==> config.mk <==
export PLATFORM = sky130hd
export DESIGN_NAME = admission_fifo_with_launch_budget
export DESIGN_NICKNAME = d
export VERILOG_FILES = /design/src/hdl/afb_pkg.sv /design/src/hdl/afb_in_reg.sv /design/src/hdl/afb_queue.sv /design/src/hdl/afb_engine.sv /design/src/hdl/admission_fifo_with_launch_budget.sv
export SDC_FILE = /design/constraint.sdc
export NUM_CORES = 1
export LEC_CHECK = 0
export ABC_AREA = 1
export BUFFER_PORTS_ARGS = -buffer_cell sky130_fd_sc_hd__buf_2
export CAP_MARGIN = 10
export CORE_ASPECT_RATIO = 0.5
export CORE_MARGIN = 3
export CORE_UTILIZATION = 33
export DETAILED_ROUTE_END_ITERATION = 16
export SLEW_MARGIN = 20
export SYNTH_ARGS = -nofsm -noshare
export SYNTH_HDL_FRONTEND = slang
export SYNTH_SLANG_ARGS = --single-unit
==> constraint.sdc <==
create_clock -name clk -period 5 [get_ports clk]
set_input_delay 0.5 -clock clk [delete_from_list [all_inputs] [get_ports clk]]
set_output_delay 0.5 -clock clk [all_outputs]
set_load 0.05 [all_outputs]
==> src/hdl/afb_pkg.sv <==
`default_nettype none
// ---------------------------------------------------------------------------
// afb_pkg
// Shared types, codes and widths for the admission FIFO with launch budget.
// ---------------------------------------------------------------------------
package afb_pkg;

  // default queue depth handed to the top level
  localparam int DEF_QUEUE_DEPTH = 16;

  // field widths
  localparam int OP_W       = 2;
  localparam int TAG_W      = 16;
  localparam int LVL_W      = 8;
  localparam int CAP_W      = 64;
  localparam int CNT_W      = 16;
  localparam int IN_TDATA_W = 96;

  // configuration port
  localparam int CFG_ADDR_W = 2;
  localparam int CFG_DATA_W = 64;

  // operation codes
  localparam logic [OP_W-1:0] OP_QUEUE  = 2'd0;
  localparam logic [OP_W-1:0] OP_LAUNCH = 2'd1;
  localparam logic [OP_W-1:0] OP_STATUS = 2'd2;

  // register indexes
  localparam logic [CFG_ADDR_W-1:0] REG_ENABLE    = 2'd0;
  localparam logic [CFG_ADDR_W-1:0] REG_BUDGET    = 2'd1;
  localparam logic [CFG_ADDR_W-1:0] REG_AUTH_MASK = 2'd2;

  // admission constants
  localparam logic [LVL_W-1:0] LEVEL_NEEDS_AUTH = 8'd2;
  localparam logic [CNT_W-1:0] COUNT_MAX        = 16'hFFFF;

  // one registered request
  typedef struct packed {
    logic [OP_W-1:0]  op;
    logic             name_present;
    logic             secure_name;
    logic [TAG_W-1:0] service_tag;
    logic [LVL_W-1:0] req_level;
    logic [CAP_W-1:0] capability_word;
  } item_t;

  // engine to queue
  typedef struct packed {
    logic             push;
    logic             pop;
    logic [TAG_W-1:0] tag;
    logic [LVL_W-1:0] level;
  } queue_cmd_t;

  // queue to engine
  typedef struct packed {
    logic full;
    logic empty;
    logic head_valid;
  } queue_stat_t;

endpackage
`default_nettype wire

==> src/hdl/afb_in_reg.sv <==
`default_nettype none
// ---------------------------------------------------------------------------
// afb_in_reg
// Input register: holds one request until the engine takes it.
// ---------------------------------------------------------------------------
module afb_in_reg (
  input  logic                             clk,
  input  logic                             rst_n,
  input  logic                             in_tvalid,
  output logic                             in_tready,
  input  logic [afb_pkg::OP_W-1:0]         in_tuser,   // operation
  // name_present, secure_name, service_tag, requested level, capability_word
  input  logic [afb_pkg::IN_TDATA_W-1:0]   in_tdata,
  input  logic                             take,
  output logic                             item_valid,
  output afb_pkg::item_t                   item
);
  import afb_pkg::*;

  logic  valid_r, valid_nxt;
  item_t item_r;

  // free when empty or when the held item leaves this cycle
  assign in_tready = !valid_r || take;

  always_comb begin
    valid_nxt = in_tready ? in_tvalid : valid_r;
  end

  always_ff @(posedge clk) begin
    if (!rst_n) begin
      valid_r <= 1'b0;
    end else begin
      valid_r <= valid_nxt;
    end
  end

  // payload capture on an input transfer
  always_ff @(posedge clk) begin
    if (in_tvalid && in_tready) begin
      item_r.op              <= in_tuser;
      item_r.name_present    <= in_tdata[0];
      item_r.secure_name     <= in_tdata[1];
      item_r.service_tag     <= in_tdata[2 +: TAG_W];
      item_r.req_level       <= in_tdata[2 + TAG_W +: LVL_W];
      item_r.capability_word <= in_tdata[2 + TAG_W + LVL_W +: CAP_W];
    end
  end

  assign item_valid = valid_r;
  assign item       = item_r;

endmodule
`default_nettype wire

==> src/hdl/afb_queue.sv <==
`default_nettype none
// ---------------------------------------------------------------------------
// afb_queue
// Request storage: entry memory, pointers, occupancy and per-entry valid bits.
// ---------------------------------------------------------------------------
module afb_queue #(
  parameter  int QUEUE_DEPTH = afb_pkg::DEF_QUEUE_DEPTH,
  localparam int PTR_W       = $clog2(QUEUE_DEPTH),
  localparam int OCC_W       = $clog2(QUEUE_DEPTH + 1)
) (
  input  logic                      clk,
  input  logic                      rst_n,
  input  afb_pkg::queue_cmd_t       cmd,
  output afb_pkg::queue_stat_t      stat,
  output logic [OCC_W-1:0]          count,
  output logic [afb_pkg::TAG_W-1:0] head_tag,
  output logic [afb_pkg::LVL_W-1:0] head_level
);
  import afb_pkg::*;

  localparam int ENT_W = TAG_W + LVL_W;

  logic [ENT_W-1:0]       mem [QUEUE_DEPTH];
  logic [ENT_W-1:0]       rd_q_r;
  logic [PTR_W-1:0]       wr_ptr_r, wr_ptr_nxt;
  logic [PTR_W-1:0]       rd_ptr_r, rd_ptr_nxt;
  logic [OCC_W-1:0]       count_r, count_nxt;
  logic [QUEUE_DEPTH-1:0] valid_r, valid_nxt;

  function automatic logic [PTR_W-1:0] ptr_inc(input logic [PTR_W-1:0] p);
    return (p == PTR_W'(QUEUE_DEPTH - 1)) ? '0 : p + 1'b1;
  endfunction

  // entry write on push, registered head read on pop
  always_ff @(posedge clk) begin
    if (cmd.push) begin
      mem[wr_ptr_r] <= {cmd.level, cmd.tag};
    end
    if (cmd.pop) begin
      rd_q_r <= mem[rd_ptr_r];
    end
  end

  // pointer, occupancy and valid-bit updates
  always_comb begin
    wr_ptr_nxt = wr_ptr_r;
    rd_ptr_nxt = rd_ptr_r;
    count_nxt  = count_r;
    valid_nxt  = valid_r;
    if (cmd.push) begin
      wr_ptr_nxt          = ptr_inc(wr_ptr_r);
      count_nxt           = count_r + OCC_W'(1);
      valid_nxt[wr_ptr_r] = 1'b1;
    end
    if (cmd.pop) begin
      rd_ptr_nxt          = ptr_inc(rd_ptr_r);
      count_nxt           = count_r - OCC_W'(1);
      valid_nxt[rd_ptr_r] = 1'b0;
    end
  end

  always_ff @(posedge clk) begin
    if (!rst_n) begin
      wr_ptr_r <= '0;
      rd_ptr_r <= '0;
      count_r  <= '0;
      valid_r  <= '0;
    end else begin
      wr_ptr_r <= wr_ptr_nxt;
      rd_ptr_r <= rd_ptr_nxt;
      count_r  <= count_nxt;
      valid_r  <= valid_nxt;
    end
  end

  assign stat.full       = (count_r == OCC_W'(QUEUE_DEPTH));
  assign stat.empty      = (count_r == '0);
  assign stat.head_valid = valid_r[rd_ptr_r];
  assign count           = count_r;
  assign head_tag        = rd_q_r[TAG_W-1:0];
  assign head_level      = rd_q_r[ENT_W-1:TAG_W];

`ifndef ASSERT_OFF
  // one request per cycle: never a push and a pop together
  a_no_push_pop: assert property (@(posedge clk) disable iff (!rst_n)
    !(cmd.push && cmd.pop))
    else $error("queue push and pop in the same cycle");

  // occupancy bounded by depth
  a_count_bound: assert property (@(posedge clk) disable iff (!rst_n)
    count_r <= OCC_W'(QUEUE_DEPTH))
    else $error("queue occupancy above depth");

  // a non-empty queue always has a valid head entry
  a_head_valid: assert property (@(posedge clk) disable iff (!rst_n)
    (count_r != '0) |-> valid_r[rd_ptr_r])
    else $error("queue head not valid while occupied");

  // a push grows occupancy by one
  a_push_count: assert property (@(posedge clk) disable iff (!rst_n)
    cmd.push |=> (count_r == $past(count_r) + OCC_W'(1)))
    else $error("push did not grow occupancy");
`endif

endmodule
`default_nettype wire

==> src/hdl/afb_engine.sv <==
`default_nettype none
// ---------------------------------------------------------------------------
// afb_engine
// Admission and launch decisions, configuration registers, counters and the
// result register with its handshake.
// ---------------------------------------------------------------------------
module afb_engine (
  input  logic                           clk,
  input  logic                           rst_n,
  // configuration write channel
  input  logic                           cfg_valid,
  output logic                           cfg_ready,
  input  logic [afb_pkg::CFG_ADDR_W-1:0] cfg_addr,
  input  logic [afb_pkg::CFG_DATA_W-1:0] cfg_data,
  // registered request
  input  logic                           item_valid,
  input  afb_pkg::item_t                 item,
  output logic                           take,
  // result handshake
  output logic                           out_tvalid,
  input  logic                           out_tready,
  // queue
  input  afb_pkg::queue_stat_t           stat,
  output afb_pkg::queue_cmd_t            cmd,
  // result fields held in state
  output logic                           accepted,
  output logic                           launch_ok,
  output logic                           recent_from_pop,
  output logic [afb_pkg::LVL_W-1:0]      recent_level,
  output logic [afb_pkg::CNT_W-1:0]      launched_count,
  output logic [afb_pkg::CNT_W-1:0]      denied_count,
  output logic [afb_pkg::CNT_W-1:0]      ready_count
);
  import afb_pkg::*;

  logic             enabled_r;
  logic [CNT_W-1:0] budget_r;
  logic [CAP_W-1:0] auth_mask_r;

  logic             out_v_r, out_v_nxt;
  logic             accepted_r, launch_ok_r, src_pop_r;
  logic [LVL_W-1:0] recent_r;
  logic [CNT_W-1:0] launched_r, denied_r, ready_r;

  logic             is_queue, is_launch, auth_fail;
  logic             queue_go, launch_go, push, pop, deny;
  logic [CNT_W-1:0] budget_eff;

  function automatic logic [CNT_W-1:0] sat_inc(input logic [CNT_W-1:0] v);
    return (v == COUNT_MAX) ? v : v + 1'b1;
  endfunction

  // configuration writes are always taken
  assign cfg_ready = 1'b1;

  always_ff @(posedge clk) begin
    if (!rst_n) begin
      enabled_r   <= 1'b0;
      budget_r    <= CNT_W'(1);
      auth_mask_r <= CAP_W'(1);
    end else if (cfg_valid) begin
      case (cfg_addr)
        REG_ENABLE:    enabled_r   <= cfg_data[0];
        REG_BUDGET:    budget_r    <= cfg_data[CNT_W-1:0];
        REG_AUTH_MASK: auth_mask_r <= cfg_data;
        default: ;
      endcase
    end
  end

  // request moves into the result register when that slot frees up
  assign take = item_valid && (!out_v_r || out_tready);

  always_comb begin
    if (take) begin
      out_v_nxt = 1'b1;
    end else if (out_tready) begin
      out_v_nxt = 1'b0;
    end else begin
      out_v_nxt = out_v_r;
    end
  end

  // admission and launch decisions
  always_comb begin
    is_queue   = (item.op == OP_QUEUE);
    is_launch  = (item.op == OP_LAUNCH);
    auth_fail  = (item.req_level >= LEVEL_NEEDS_AUTH) && item.secure_name &&
                 ((item.capability_word & auth_mask_r) == '0);
    budget_eff = (budget_r == '0) ? CNT_W'(1) : budget_r;
    queue_go   = take && enabled_r && is_queue && item.name_present;
    launch_go  = take && enabled_r && is_launch && !stat.empty;
    push       = queue_go && !stat.full && !auth_fail;
    pop        = launch_go && (launched_r < budget_eff) && stat.head_valid;
    deny       = (queue_go && (stat.full || auth_fail)) ||
                 (launch_go && (launched_r >= budget_eff));
  end

  assign cmd.push  = push;
  assign cmd.pop   = pop;
  assign cmd.tag   = item.service_tag;
  assign cmd.level = item.req_level;

  // control and counters
  always_ff @(posedge clk) begin
    if (!rst_n) begin
      out_v_r     <= 1'b0;
      accepted_r  <= 1'b0;
      launch_ok_r <= 1'b0;
      src_pop_r   <= 1'b0;
      recent_r    <= '0;
      launched_r  <= '0;
      denied_r    <= '0;
      ready_r     <= '0;
    end else begin
      out_v_r <= out_v_nxt;
      if (take) begin
        accepted_r  <= push || pop;
        launch_ok_r <= pop;
      end
      if (push) begin
        recent_r  <= item.req_level;
        src_pop_r <= 1'b0;
      end
      if (pop) begin
        src_pop_r  <= 1'b1;
        launched_r <= sat_inc(launched_r);
        ready_r    <= sat_inc(ready_r);
      end
      if (deny) begin
        denied_r <= sat_inc(denied_r);
      end
    end
  end

  assign out_tvalid      = out_v_r;
  assign accepted        = accepted_r;
  assign launch_ok       = launch_ok_r;
  assign recent_from_pop = src_pop_r;
  assign recent_level    = recent_r;
  assign launched_count  = launched_r;
  assign denied_count    = denied_r;
  assign ready_count     = ready_r;

`ifndef ASSERT_OFF
  // a request is taken only when one is held
  a_take_valid: assert property (@(posedge clk) disable iff (!rst_n)
    take |-> item_valid)
    else $error("request taken without a held item");

  // an accepted launch advances the launch count
  a_pop_counts: assert property (@(posedge clk) disable iff (!rst_n)
    (pop && launched_r != COUNT_MAX) |=> (launched_r == $past(launched_r) + 1'b1))
    else $error("launch count did not advance on pop");

  // a request is never both launched and denied
  a_pop_deny: assert property (@(posedge clk) disable iff (!rst_n)
    !(pop && deny))
    else $error("launch and denial in the same cycle");
`endif

endmodule
`default_nettype wire

==> src/hdl/admission_fifo_with_launch_budget.sv <==
`default_nettype none
// ---------------------------------------------------------------------------
// admission_fifo_with_launch_budget
// Bounded request queue with an admission rule and a launch budget.
// ---------------------------------------------------------------------------
// Takes one request per clock while the result side keeps up: a request
// transfer is registered in the input register, decided by the engine once
// the result register is free, and its result is loaded into the result
// register, from which it is offered. in_tready follows out_tready when both
// register stages are full. Launches read the entry memory through its single
// registered read port, loaded at the same edge as the result register, so
// the popped entry is ready together with the result.
// Configuration writes are always ready and must be issued while no request
// is in flight. Queue contents and counters survive disabling the block.
module admission_fifo_with_launch_budget #(
  parameter  int QUEUE_DEPTH = afb_pkg::DEF_QUEUE_DEPTH,
  localparam int OCC_W       = $clog2(QUEUE_DEPTH + 1),
  localparam int RES_W       = afb_pkg::TAG_W + 2 * afb_pkg::LVL_W + OCC_W +
                               3 * afb_pkg::CNT_W,
  localparam int OUT_W       = ((RES_W + 7) / 8) * 8
) (
  input  logic                           clk,
  input  logic                           rst_n,
  // request channel
  input  logic                           in_tvalid,
  output logic                           in_tready,
  input  logic [afb_pkg::OP_W-1:0]       in_tuser,   // operation
  // name_present, secure_name, service_tag, requested level, capability_word
  input  logic [afb_pkg::IN_TDATA_W-1:0] in_tdata,
  // result channel
  output logic                           out_tvalid,
  input  logic                           out_tready,
  output logic                           out_tuser,  // accepted
  // popped_tag, popped_level, queued_count, launched_count, denied_count,
  // ready_count, recent_level
  output logic [OUT_W-1:0]               out_tdata,
  // configuration write channel
  input  logic                           cfg_valid,
  output logic                           cfg_ready,
  input  logic [afb_pkg::CFG_ADDR_W-1:0] cfg_addr,
  input  logic [afb_pkg::CFG_DATA_W-1:0] cfg_data
);
  import afb_pkg::*;

  logic        take, item_valid;
  item_t       item;
  queue_cmd_t  cmd;
  queue_stat_t stat;

  logic [OCC_W-1:0] count;
  logic [TAG_W-1:0] head_tag, popped_tag;
  logic [LVL_W-1:0] head_level, popped_level, recent_level, recent_held;
  logic             accepted, launch_ok, recent_from_pop;
  logic [CNT_W-1:0] launched_count, denied_count, ready_count;

  afb_in_reg u_in_reg (
    .clk        (clk),
    .rst_n      (rst_n),
    .in_tvalid  (in_tvalid),
    .in_tready  (in_tready),
    .in_tuser   (in_tuser),
    .in_tdata   (in_tdata),
    .take       (take),
    .item_valid (item_valid),
    .item       (item)
  );

  afb_engine u_engine (
    .clk             (clk),
    .rst_n           (rst_n),
    .cfg_valid       (cfg_valid),
    .cfg_ready       (cfg_ready),
    .cfg_addr        (cfg_addr),
    .cfg_data        (cfg_data),
    .item_valid      (item_valid),
    .item            (item),
    .take            (take),
    .out_tvalid      (out_tvalid),
    .out_tready      (out_tready),
    .stat            (stat),
    .cmd             (cmd),
    .accepted        (accepted),
    .launch_ok       (launch_ok),
    .recent_from_pop (recent_from_pop),
    .recent_level    (recent_held),
    .launched_count  (launched_count),
    .denied_count    (denied_count),
    .ready_count     (ready_count)
  );

  afb_queue #(
    .QUEUE_DEPTH (QUEUE_DEPTH)
  ) u_queue (
    .clk        (clk),
    .rst_n      (rst_n),
    .cmd        (cmd),
    .stat       (stat),
    .count      (count),
    .head_tag   (head_tag),
    .head_level (head_level)
  );

  // popped fields read zero unless the latest request launched
  assign popped_tag   = launch_ok ? head_tag : '0;
  assign popped_level = launch_ok ? head_level : '0;
  // latest level: from the last pop read, or the last queued request
  assign recent_level = recent_from_pop ? head_level : recent_held;

  // result packing, first field lowest
  assign out_tuser = accepted;
  assign out_tdata = OUT_W'({recent_level, ready_count, denied_count, launched_count,
                             count, popped_level, popped_tag});

endmodule
`default_nettype wire

Word level (Yosys, flattened, before mapping)
Memories as Yosys holds them, arrays and structs flattened. A register that Yosys moved wholly into a read port is not among the register bits.
Index checks and enable logic that the tools add are counted.
{"block": "classes", "add_sub_neg": 7, "n_mul": 0, "n_div": 0, "magnitude_cmp": 7, "n_eq_ne": 9, "shifts": 0, "mux": 22, "n_bitwise": 7, "reduce_logical": 40}
{"operator": "$and A64 B64 Y64", "n": 1}
{"operator": "$logic_not A64 Y1", "n": 1}
{"operator": "$mux W16", "n": 4}
{"operator": "$add A16 B1 Y16 const B", "n": 3}
{"operator": "$eq A16 B16 Y1 const B", "n": 3}
{"operator": "$logic_and A1 B1 Y1", "n": 17}
{"operator": "$and A16 B16 Y16", "n": 1}
{"operator": "$ge A16 B16 Y1", "n": 1}
{"operator": "$logic_not A16 Y1", "n": 1}
{"operator": "$lt A16 B16 Y1", "n": 1}
{"operator": "$mux W8", "n": 2}
{"operator": "$not A16 Y16", "n": 1}
{"operator": "$or A16 B16 Y16", "n": 1}
{"operator": "$reduce_and A2 Y1", "n": 6}
{"operator": "$lt A4 B5 Y1 const B", "n": 2}
{"operator": "$mux W5", "n": 2}
{"operator": "$mux W1", "n": 9}
{"operator": "$add A4 B1 Y4 const B", "n": 2}
{"operator": "$demux W1 S4", "n": 2}
{"operator": "$eq A4 B4 Y1 const B", "n": 2}
{"operator": "$ge A4 B1 Y1 const B", "n": 2}
{"operator": "$ge A8 B2 Y1 const B", "n": 1}
{"operator": "$mux W4", "n": 2}
{"operator": "$add A5 B1 Y5 const B", "n": 1}
{"operator": "11 further kinds", "n": 24}
{"block": "totals", "register_bits": 263, "latchBits": 0, "mem_bits_rw": 384, "mem_bits_ro": 0, "in_bits": 169, "mem_count": 1}
{"name": "u_queue.mem", "depth": 16, "word_bits": 24, "read_ports": 1, "rd_ports_with_merged_regs": 1, "wr": 1, "line_no": "afb_queue.sv:23", "text": "logic [ENT_W-1:0] mem [QUEUE_DEPTH];"}

Depth between registers and ports, before layout
Gate-level depths: netlist (run 1).
{"block": "logic_depth", "depth_word": 11, "mapped_depth": 23}

Hierarchy
From an unflattened synthesis (run 1), not the netlist that was laid out.
{"block": "hier_totals", "hier_cells": 3212, "area_unflattened_um2": 29474.5}
{"mod": "afb_queue", "instances": 1, "cells_per_inst": 2011, "area_each_um2": 19252.2, "seq_area_each_um2": 12832.3}
{"mod": "afb_engine", "instances": 1, "cells_per_inst": 1022, "area_each_um2": 7080.5, "seq_area_each_um2": 2822.7}
{"mod": "afb_in_reg", "instances": 1, "cells_per_inst": 99, "area_each_um2": 2813.9, "seq_area_each_um2": 2782.7}
{"mod": "admission_fifo_with_launch_budget", "instances": 1, "cells_per_inst": 80, "area_each_um2": 327.8, "seq_area_each_um2": 0.0}

Worst setup path after synthesis (run 1)
No wires, ideal clock.
{"block": "synth_timing", "kind": "reg2reg", "startpoint": "register u_engine.out_v_r (netlist: u_engine.out_tvalid)", "endpoint": "register u_in_reg.item_r, in the netlist u_in_reg.item[0] (enable)", "setup_ps": 445, "arrival_ps": 2968, "required_ps": 4555, "path_slack_ps": 1587, "path_stages_with_launch": 4, "period_less_slack_ps": 3413, "cell_sequence": "dfxtp_1 > nand3_1 > nand2_1 > inv_1"}
{"block": "synth_via", "elab_chain_len": 5}
{"element": "from (decl)", "line_no": "afb_engine.sv:40", "text": "logic out_v_r, out_v_nxt;"}
{"element": "from (signal assigned)", "line_no": "afb_engine.sv:116", "text": "out_v_r <= out_v_nxt;"}
{"element": "$logic_not A1 Y1", "line_no": "afb_engine.sv:72", "text": "assign take = item_valid && (!out_v_r || out_tready);"}
{"element": "$logic_or A1 B1 Y1", "line_no": "afb_engine.sv:72"}
{"element": "$logic_and A1 B1 Y1", "line_no": "afb_engine.sv:72"}
{"element": "$logic_or A1 B1 Y1", "line_no": "afb_in_reg.sv:24", "text": "assign in_tready = !valid_r || take;"}
{"element": "named net in_tready", "line_no": "admission_fifo_with_launch_budget.sv:26", "text": "output logic in_tready,"}
{"element": "$logic_and A1 B1 Y1", "line_no": "afb_in_reg.sv:40", "text": "if (in_tvalid && in_tready) begin"}
{"element": "to (decl)", "line_no": "afb_in_reg.sv:21", "text": "item_t item_r;"}
The timed path passes the listed nets, and every way through them passes these cells.
A chain may end at the register's enable or synchronous reset.

Worst setup path after layout (run 1)
{"block": "layout_timing", "startpoint": "register u_engine.budget_r[3]", "endpoint": "register u_queue.count_r[4] (netlist: u_queue.count[4])"}
{"block": "layout_via", "elab_chain_len": 6}
{"element": "from (decl)", "line_no": "afb_engine.sv:37", "text": "logic [CNT_W-1:0] budget_r;"}
{"element": "from (signal assigned)", "line_no": "afb_engine.sv:64", "text": "REG_BUDGET: budget_r <= cfg_data[CNT_W-1:0];"}
{"element": "$logic_not A16 Y1", "line_no": "afb_engine.sv:90", "text": "budget_eff = (budget_r == '0) ? CNT_W'(1) : budget_r;"}
{"element": "$mux W16 *", "line_no": "afb_engine.sv:90"}
{"element": "$lt A16 B16 Y1 *", "line_no": "afb_engine.sv:94", "text": "pop = launch_go && (launched_r < budget_eff) && stat.head_valid;"}
{"element": "$logic_and A1 B1 Y1 * (2 in a row)", "line_no": "afb_engine.sv:94"}
{"element": "$mux W5 / $reduce_bool A2 Y1 (equally long branches)"}
{"element": "to (signal assigned)", "line_no": "afb_queue.sv:71", "text": "count_r <= count_nxt;"}
{"element": "to (decl)", "line_no": "afb_queue.sv:27", "text": "logic [OCC_W-1:0] count_r, count_nxt;"}
Mark *: on every way between the ends. The rest lies on a longest branch, timed or not.

==> out/metrics.yaml, run 1 <==
timing:
  slew_headroom_pct: 26.4
  tns_ps: 0
  rsz0062_at_grt: "no"
  min_period_ps: 3600
  setup_viol: 0
  max_freq_mhz: 278
  min_period_over_period_pct: 72.0
  hold_viol: 0
  worstMarginPinSlew_ps: 1100
  drv_slew: 0
  clock_skew_ps: 19.0
final_layout:
  fin_util_pct: 39.3
  fillers: 7905
  syn_to_final_growth_pct: 16.1
  drive_gt1_share_pct: 14.9
  nets: 2989
placement:
  dp_hpwl_mm: 43.7
  gp_congestion: 0.835
  numPortBuffers: 250
cts:
  clock_sink_count: 671
  tritoncts: "yes"
  clock_latency_ps: 620
  cts_setup_buffers: 0
  postCtsHoldBufs: 0
  root_buffer: "clkbuf_16"
  htree_levels: 3
  clk_pin_slew_worst_paths_ps: 60
  ctsResizeCount: 0
  cts_buffer_depth: 3
  numCtsBuffers: 66
global_routing:
  grt_usage_pct: 16.3
  antenna_found_initial: 8
  grt_pass1_wl_mm: 110
  grt_pass1_vias: 18900
  grt_max_degree: 103
  grt-ovfl-total: 0
power_and_ir_drop:
  p_per_area_mw_per_mm2: 355
  peakVddDrop_v: 0.000240
  leakage_nw: 12.1
worst_setup_path:
  crit_type: "register to register"
  crit_path_start_kind: "register"
  r2r_cells: 22
  r2r_slack_ps: 1400
  crit_arrival_ps: 4110
  cp_data_required_time_ps: 5500
  reg2reg_from: "u_engine.budget_r[3]"
  worstPathMaxFanout: 62
  reg2reg_to: "u_queue.count[4]"
  end_kind: "register"
route:
  detail-route-antenna-nets: 0
  drcViolationCount: 0
  vias_per_cell: 4.89
  drt-pass1-iter-count: 7
  drt_wl_total_mm: 72.0
  drt_iter0_markers: 1543
  vias: 19200
  routedWlPerCell_um: 18.3
synth:
  synth-main-ff-cell: "edfxtp_1"
  synth_area_mm2: 0.0273
  synthArstFlopShare_pct: 0
  ys_seq_area_share_pct: 67.5
  avgSynthCellArea_um2: 10.6
  ys_warn_count: 0
  synthCells: 2567
  synth-seq-cells: 671
  synth_enable_flop_cells: 500
  ys_types: 47
hold_path:
  whs_path_depth: 1
  hold_class: "primary input to register"
  min_from: "in_tdata[15]"
  hold_end: "u_in_reg.item[85]"
outcome:
  status: "completed"
die:
  std_cell_rows: 73
  start_util_pct: 33.8
  coreArea_mm2: 0.0807
  fp.dieH_um: 209
  fp.dieW_um: 413
  die_area_mm2: 0.0865
  ioPinCount: 261
job:
  drv_cap: 0
[final cells by class]
| class | instances | area, µm² | area share (%) |
|---|---|---|---|
| clock buffers | 85 | 1760 | 5.56 |
| flip-flops and latches | 671 | 18400 | 58.1 |
| clock inverters | 35 | 318 | 1.00 |
| repair buffers | 283 | 1500 | 4.73 |
| well taps | 1087 | 1360 | 4.29 |
| diodes | 4 | 10.0 | 0.0316 |
| inverters | 136 | 523 | 1.65 |
| multi-input cells | 1631 | 7800 | 24.6 |
[report_power, final]
group	internal [mW]	switching, mW
clock network	2.65	2.18
registers	6.06	0.0715
logic	0.102	0.184
[worst max-delay path by stage]
| stage | start | end | slack [ps] |
|---|---|---|---|
| after floorplan | u_engine.out_tvalid | u_in_reg.item[0] | 1590 |
| after global placement | u_engine.budget_r[3] | u_queue.count[4] | 1310 |
| after detailed placement | u_engine.budget_r[3] | u_queue.count[4] | 1370 |
| after CTS | u_engine.budget_r[3] | u_queue.count[4] | 1380 |
| after global routing | u_engine.budget_r[3] | u_queue.count[4] | 950 |
| final | u_engine.budget_r[3] | u_queue.count[4] | 1400 |
[cell usage in the layout, fill, tap and decap left out, types with 4 or more instances in the layout]
cell        synthesis  layout
nor2_1            424     420
clkinv_2            0       9
diode_2             0       4
a21oi_1           105     105
clkinvlp_4          0       4
nor2_2              4       7
ha_1               30      30
clkbuf_16           0      67
nand2_1           453     453
buf_2              10     249
o22ai_1            96      96
clkinv_1            1      13
xor2_1             30      30
nand2_2             4       4
nand3_1            77      77
dfxtp_1           171     169
o21ai_0           293     293
nand4_1            38      38
inv_1             123     121
nor3_1             16      15
nor4_1              9       9
xnor2_1            14      14
edfxtp_1          500     500
inv_2              11      10
clkbuf_1          101      16
conb_1              2       4
o21ai_1             6       6
buf_4               5      34
[state kept, by name, summed over array words and instances, names as in the netlist]
| name | cells |
|---|---|
| u_engine.ready_count | 16 |
| u_engine.denied_count | 16 |
| u_queue.mem | 384 |
| u_queue.valid_r | 16 |
| u_engine.out_tvalid | 1 |
| u_queue.count | 5 |
| u_queue.wr_ptr_r | 4 |
| u_engine.auth_mask_r | 64 |
| u_engine.recent_level | 8 |
| u_engine.launched_count | 16 |
| u_engine.enabled_r | 1 |
| u_engine.accepted | 1 |
| u_queue.rd_ptr_r | 4 |
| u_engine.budget_r | 16 |
| u_engine.launch_ok | 1 |
| u_in_reg.item | 92 |
| u_engine.recent_from_pop | 1 |
| u_queue.rd_q_r | 24 |
| u_in_reg.item_valid | 1 |
[cell usage after synthesis (all sizes together) (2+ instances only)]
master / instances / share of area (%)
nor2: 430 / 6.0
a21oi: 106 / 2.0
nand3: 80 / 1.5
dfxtp: 171 / 13
ha: 30 / 1.4
edfxtp: 500 / 55
nand4: 39 / 0.92
xor2: 30 / 0.96
a31oi: 2 / 0.046
buf: 30 / 0.80
nor4: 11 / 0.30
o21ai: 300 / 5.5
clkbuf: 101 / 1.4
inv: 135 / 1.9
o22ai: 96 / 2.2
nand2: 460 / 6.4
conb: 2 / 0.027
nor3: 19 / 0.43
xnor2: 14 / 0.45
[metrics by stage]
stage / instances / setup slack, ps / area, µm² / power (mW) / hold WS (ps)
after floorplan: 2569 / 1590 / 27300 / 6.38 / 422
after global placement: 3808 / 1310 / 29600 / 6.54 / 437
after detailed placement: 3808 / 1370 / 29600 / 6.54 / 438
after CTS: 3928 / 1380 / 31700 / 11.4 / 11.3
after global routing: 3930 / 951 / 31700 / 11.6 / 27.3
final: 3932 / 1400 / 31700 / 11.2 / 60.4
[cell families after synthesis]
family	Yosys count	share of synthesized area [%]
adders and majority gates	31	1.45
DFF	671	67.5
and+or+nand+nor	1043	15.7
buffers and inverters	267	4.08
AOI/OAI and AO/OA	509	9.85
xor gates and xnor gates	44	1.41
other	2	0.0275
[layer usage]
layer / track usage, % / vias up / part of all wire, %
met5: 0 / - / 0.12
met4: 4.98 / 10 / 2.8
met3: 2.88 / 122 / 5.5
met2: 26.8 / 498 / 46
met1: 22.1 / 9256 / 45
li1: - / 9333 / -
[critical path, stage by stage, from the launching register on]
cell     delay, ps
dfxtp_1        310
nor4_1         340
nand3_1        120
nor4_1         200
a31o_2         190
ha_1           130
inv_1           40
a21oi_1        110
o21ai_0         80
nand2_1         60
nand2_1         60
nand2_1         90
and2_4         170
nand2_4        150
inv_8          430
ha_1           370
a21o_1         170
a31oi_1        180
inv_1           60
nand2_1         80
nand3_1         80
nand2_1         60
nor2_1          40
Power figures use the tool's default switching activity.
==> run 2, diff against run 1 <==
==> constraint.sdc (replaced) <==
create_clock -name clk -period 3.5 [get_ports clk]
set_input_delay 0.35 -clock clk [delete_from_list [all_inputs] [get_ports clk]]
set_output_delay 0.35 -clock clk [all_outputs]
set_load 0.05 [all_outputs]
==> run 2 against run 1 <==
Net effect:
- clock skew is 30 ps higher
- clock-buffer cell count is 19 lower
- core utilization is 2.3 points higher
- sequential cell count stayed put
- global-route usage is 0.69 points higher
- routed wire length is 4.1% higher
==> out/metrics.yaml, run 2 (synthesis results as in run 1) <==
outcome:
  status: "completed"
cts:
  htree_levels: 2
  tritoncts: "yes"
  clk_pin_slew_worst_paths_ps: 70
  cts_setup_buffers: 0
  clock_sink_count: 671
  cts_buffer_depth: 3
  numCtsBuffers: 61
  root_buffer: "clkbuf_16"
  clock_latency_ps: 670
timing:
  hold_viol: 0
  slew_headroom_pct: 27.9
  rsz0062_at_grt: "no"
  worstMarginPinSlew_ps: 1080
  drv_slew: 0
  min_period_ps: 3150
  min_period_over_period_pct: 90.0
  clock_skew_ps: 49.3
  setup_viol: 0
  tns_ps: 0
  max_freq_mhz: 317
hold_path:
  hold_class: "primary input to register"
die:
  ioPinCount: 261
  start_util_pct: 33.8
  fp.dieW_um: 413
  fp.dieH_um: 209
  coreArea_mm2: 0.0807
  die_area_mm2: 0.0865
  std_cell_rows: 73
route:
  routedWlPerCell_um: 18.3
  drt-pass1-iter-count: 5
  drcViolationCount: 0
  detail-route-antenna-nets: 0
  drt_iter0_markers: 1725
  drt_wl_total_mm: 74.9
  vias_per_cell: 4.89
  vias: 20000
worst_setup_path:
  cp_num_buf_inv: 3
  crit_path_start_kind: "register"
  end_kind: "register"
  cpLargestDelayFamily: "simple AND/OR/NAND/NOR gates"
  path_cells: "nor4_1 > nand3_1 > nor4_1 > a31o_2 > ha_1 > inv_1 > a21oi_1 > o21ai_0 > nand2_1 > nand2_1 > nand2_1 > and2_4 > nand2_4 > inv_8 > buf_12 > ha_1 > nand3_1 > nand3_1 > xor2_1 > nor2_1 > nor2_1"
  crit_arrival_ps: 3670
  worstPathMaxFanout: 43
  crit_type: "register to register"
  cpPeakStageDelay_ps: 310
  critPathSlowestCell: "dfxtp_1"
  cp_data_required_time_ps: 4020
power_and_ir_drop:
  leakage_nw: 12.9
  p_sw_mw: 3.51
  peakVddDrop_v: 0.000417
  swShare_pct: 21.2
  clkPwrFrac_pct: 43.8
  intPower_mw: 13.1
  seqPwrFrac_pct: 52.7
  p_per_area_mw_per_mm2: 494
  pwr-share-comb_pct: 3.5
global_routing:
  top_usage_layer: "met2"
  grt_pass1_vias: 19800
  antenna_found_initial: 4
  grt_pass1_wl_mm: 115
  use_met1_pct: 23.1
  grt_usage_pct: 17.0
  gr-usage-met3_pct: 2.58
  grt_max_degree: 193
  grt-ovfl-total: 0
  use_met2_pct: 27.9
final_layout:
  layout_commonest_cell: "edfxtp_1"
  nets: 3152
  largest_reg_flops: 384
  final_area_mm2: 0.0336
  max_flop_register: "u_queue.mem"
  drive_gt1_share_pct: 14.8
  mostFrequentLayoutCells: "edfxtp_1, nand2_1, nor2_1"
  syn_to_final_growth_pct: 22.8
placement:
  dp_hpwl_mm: 42.7
  numPortBuffers: 250
  placed_area_mm2: 0.0298
  gp_congestion: 0.832
job:
  drv_cap: 0
==> run 2: timing repair <==
action	in CTS	in global routing
gates resized for setup	0	0
hold buffers	157	0
endpoints found under the hold margin	159	0
==> run 2: worst reg2reg max path: cells and delay by family (launching register included) <==
| family | cells | cell delay (ps) |
|---|---|---|
| flip-flops | 1 | 310 |
| AND/OR/NAND/NOR | 12 | 1350 |
| AO/OA/AOI/OAI | 3 | 390 |
| XOR/XNOR | 1 | 140 |
| buffers and inverters | 3 | 450 |
| adder cells (fa/ha/maj) | 2 | 430 |
==> run 2: final timing paths <==
kind	slack (ps)	cells past startpoint	end	start
hold / removal	40	3	u_engine.enabled_r	cfg_addr[1]
setup reg to reg	350	21	u_queue.count[3]	u_engine.budget_r[3]
hold reg to reg	450	2	u_queue.valid_r[1]	u_queue.valid_r[1]
setup / recovery	350	21	u_queue.count[3]	u_engine.budget_r[3]
==> run 2: per-layer routing <==
metal	wire length (µm)	vias to the layer above
met5	0	-
met4	2370	0
met3	4340	139
met2	35400	606
met1	32800	9620
li1	-	9659
==> run 2: cell type report <==
type | count | area, µm²
Timing Repair Buffer | 451 | 3220
Antenna cell | 5 | 12.5
Inverter | 136 | 523
Fill cell | 7758 | 47200
Multi-Input combinational cell | 1631 | 7800
Sequential cell | 671 | 18400
Clock buffer | 66 | 1570
Clock inverter | 49 | 633
Tap cell | 1087 | 1360
==> run 2: power groups by stage <==
| stage | Clock (mW) | Combinational (mW) | Sequential (mW) |
|---|---|---|---|
| after floorplan | 0 | 0.222 | 8.90 |
| after global placement | 0 | 0.433 | 8.91 |
| after detailed placement | 0 | 0.437 | 8.92 |
| after CTS | 7.45 | 0.578 | 8.74 |
| after global routing | 7.76 | 0.645 | 8.75 |
| final | 7.26 | 0.579 | 8.74 |
==> run 2: through the flow <==
step	hold WS (ps)	util (%)	cells	power [mW]	setup slack (ps)
detailed placement	443	36.9	3819	9.35	299
global route	49.4	41.6	4095	17.2	7.36
global placement	432	36.9	3819	9.34	216
finish	44.7	41.6	4096	16.6	349
CTS	1.11	41.5	4091	16.8	286
floorplan	422	-	2569	9.12	86.9
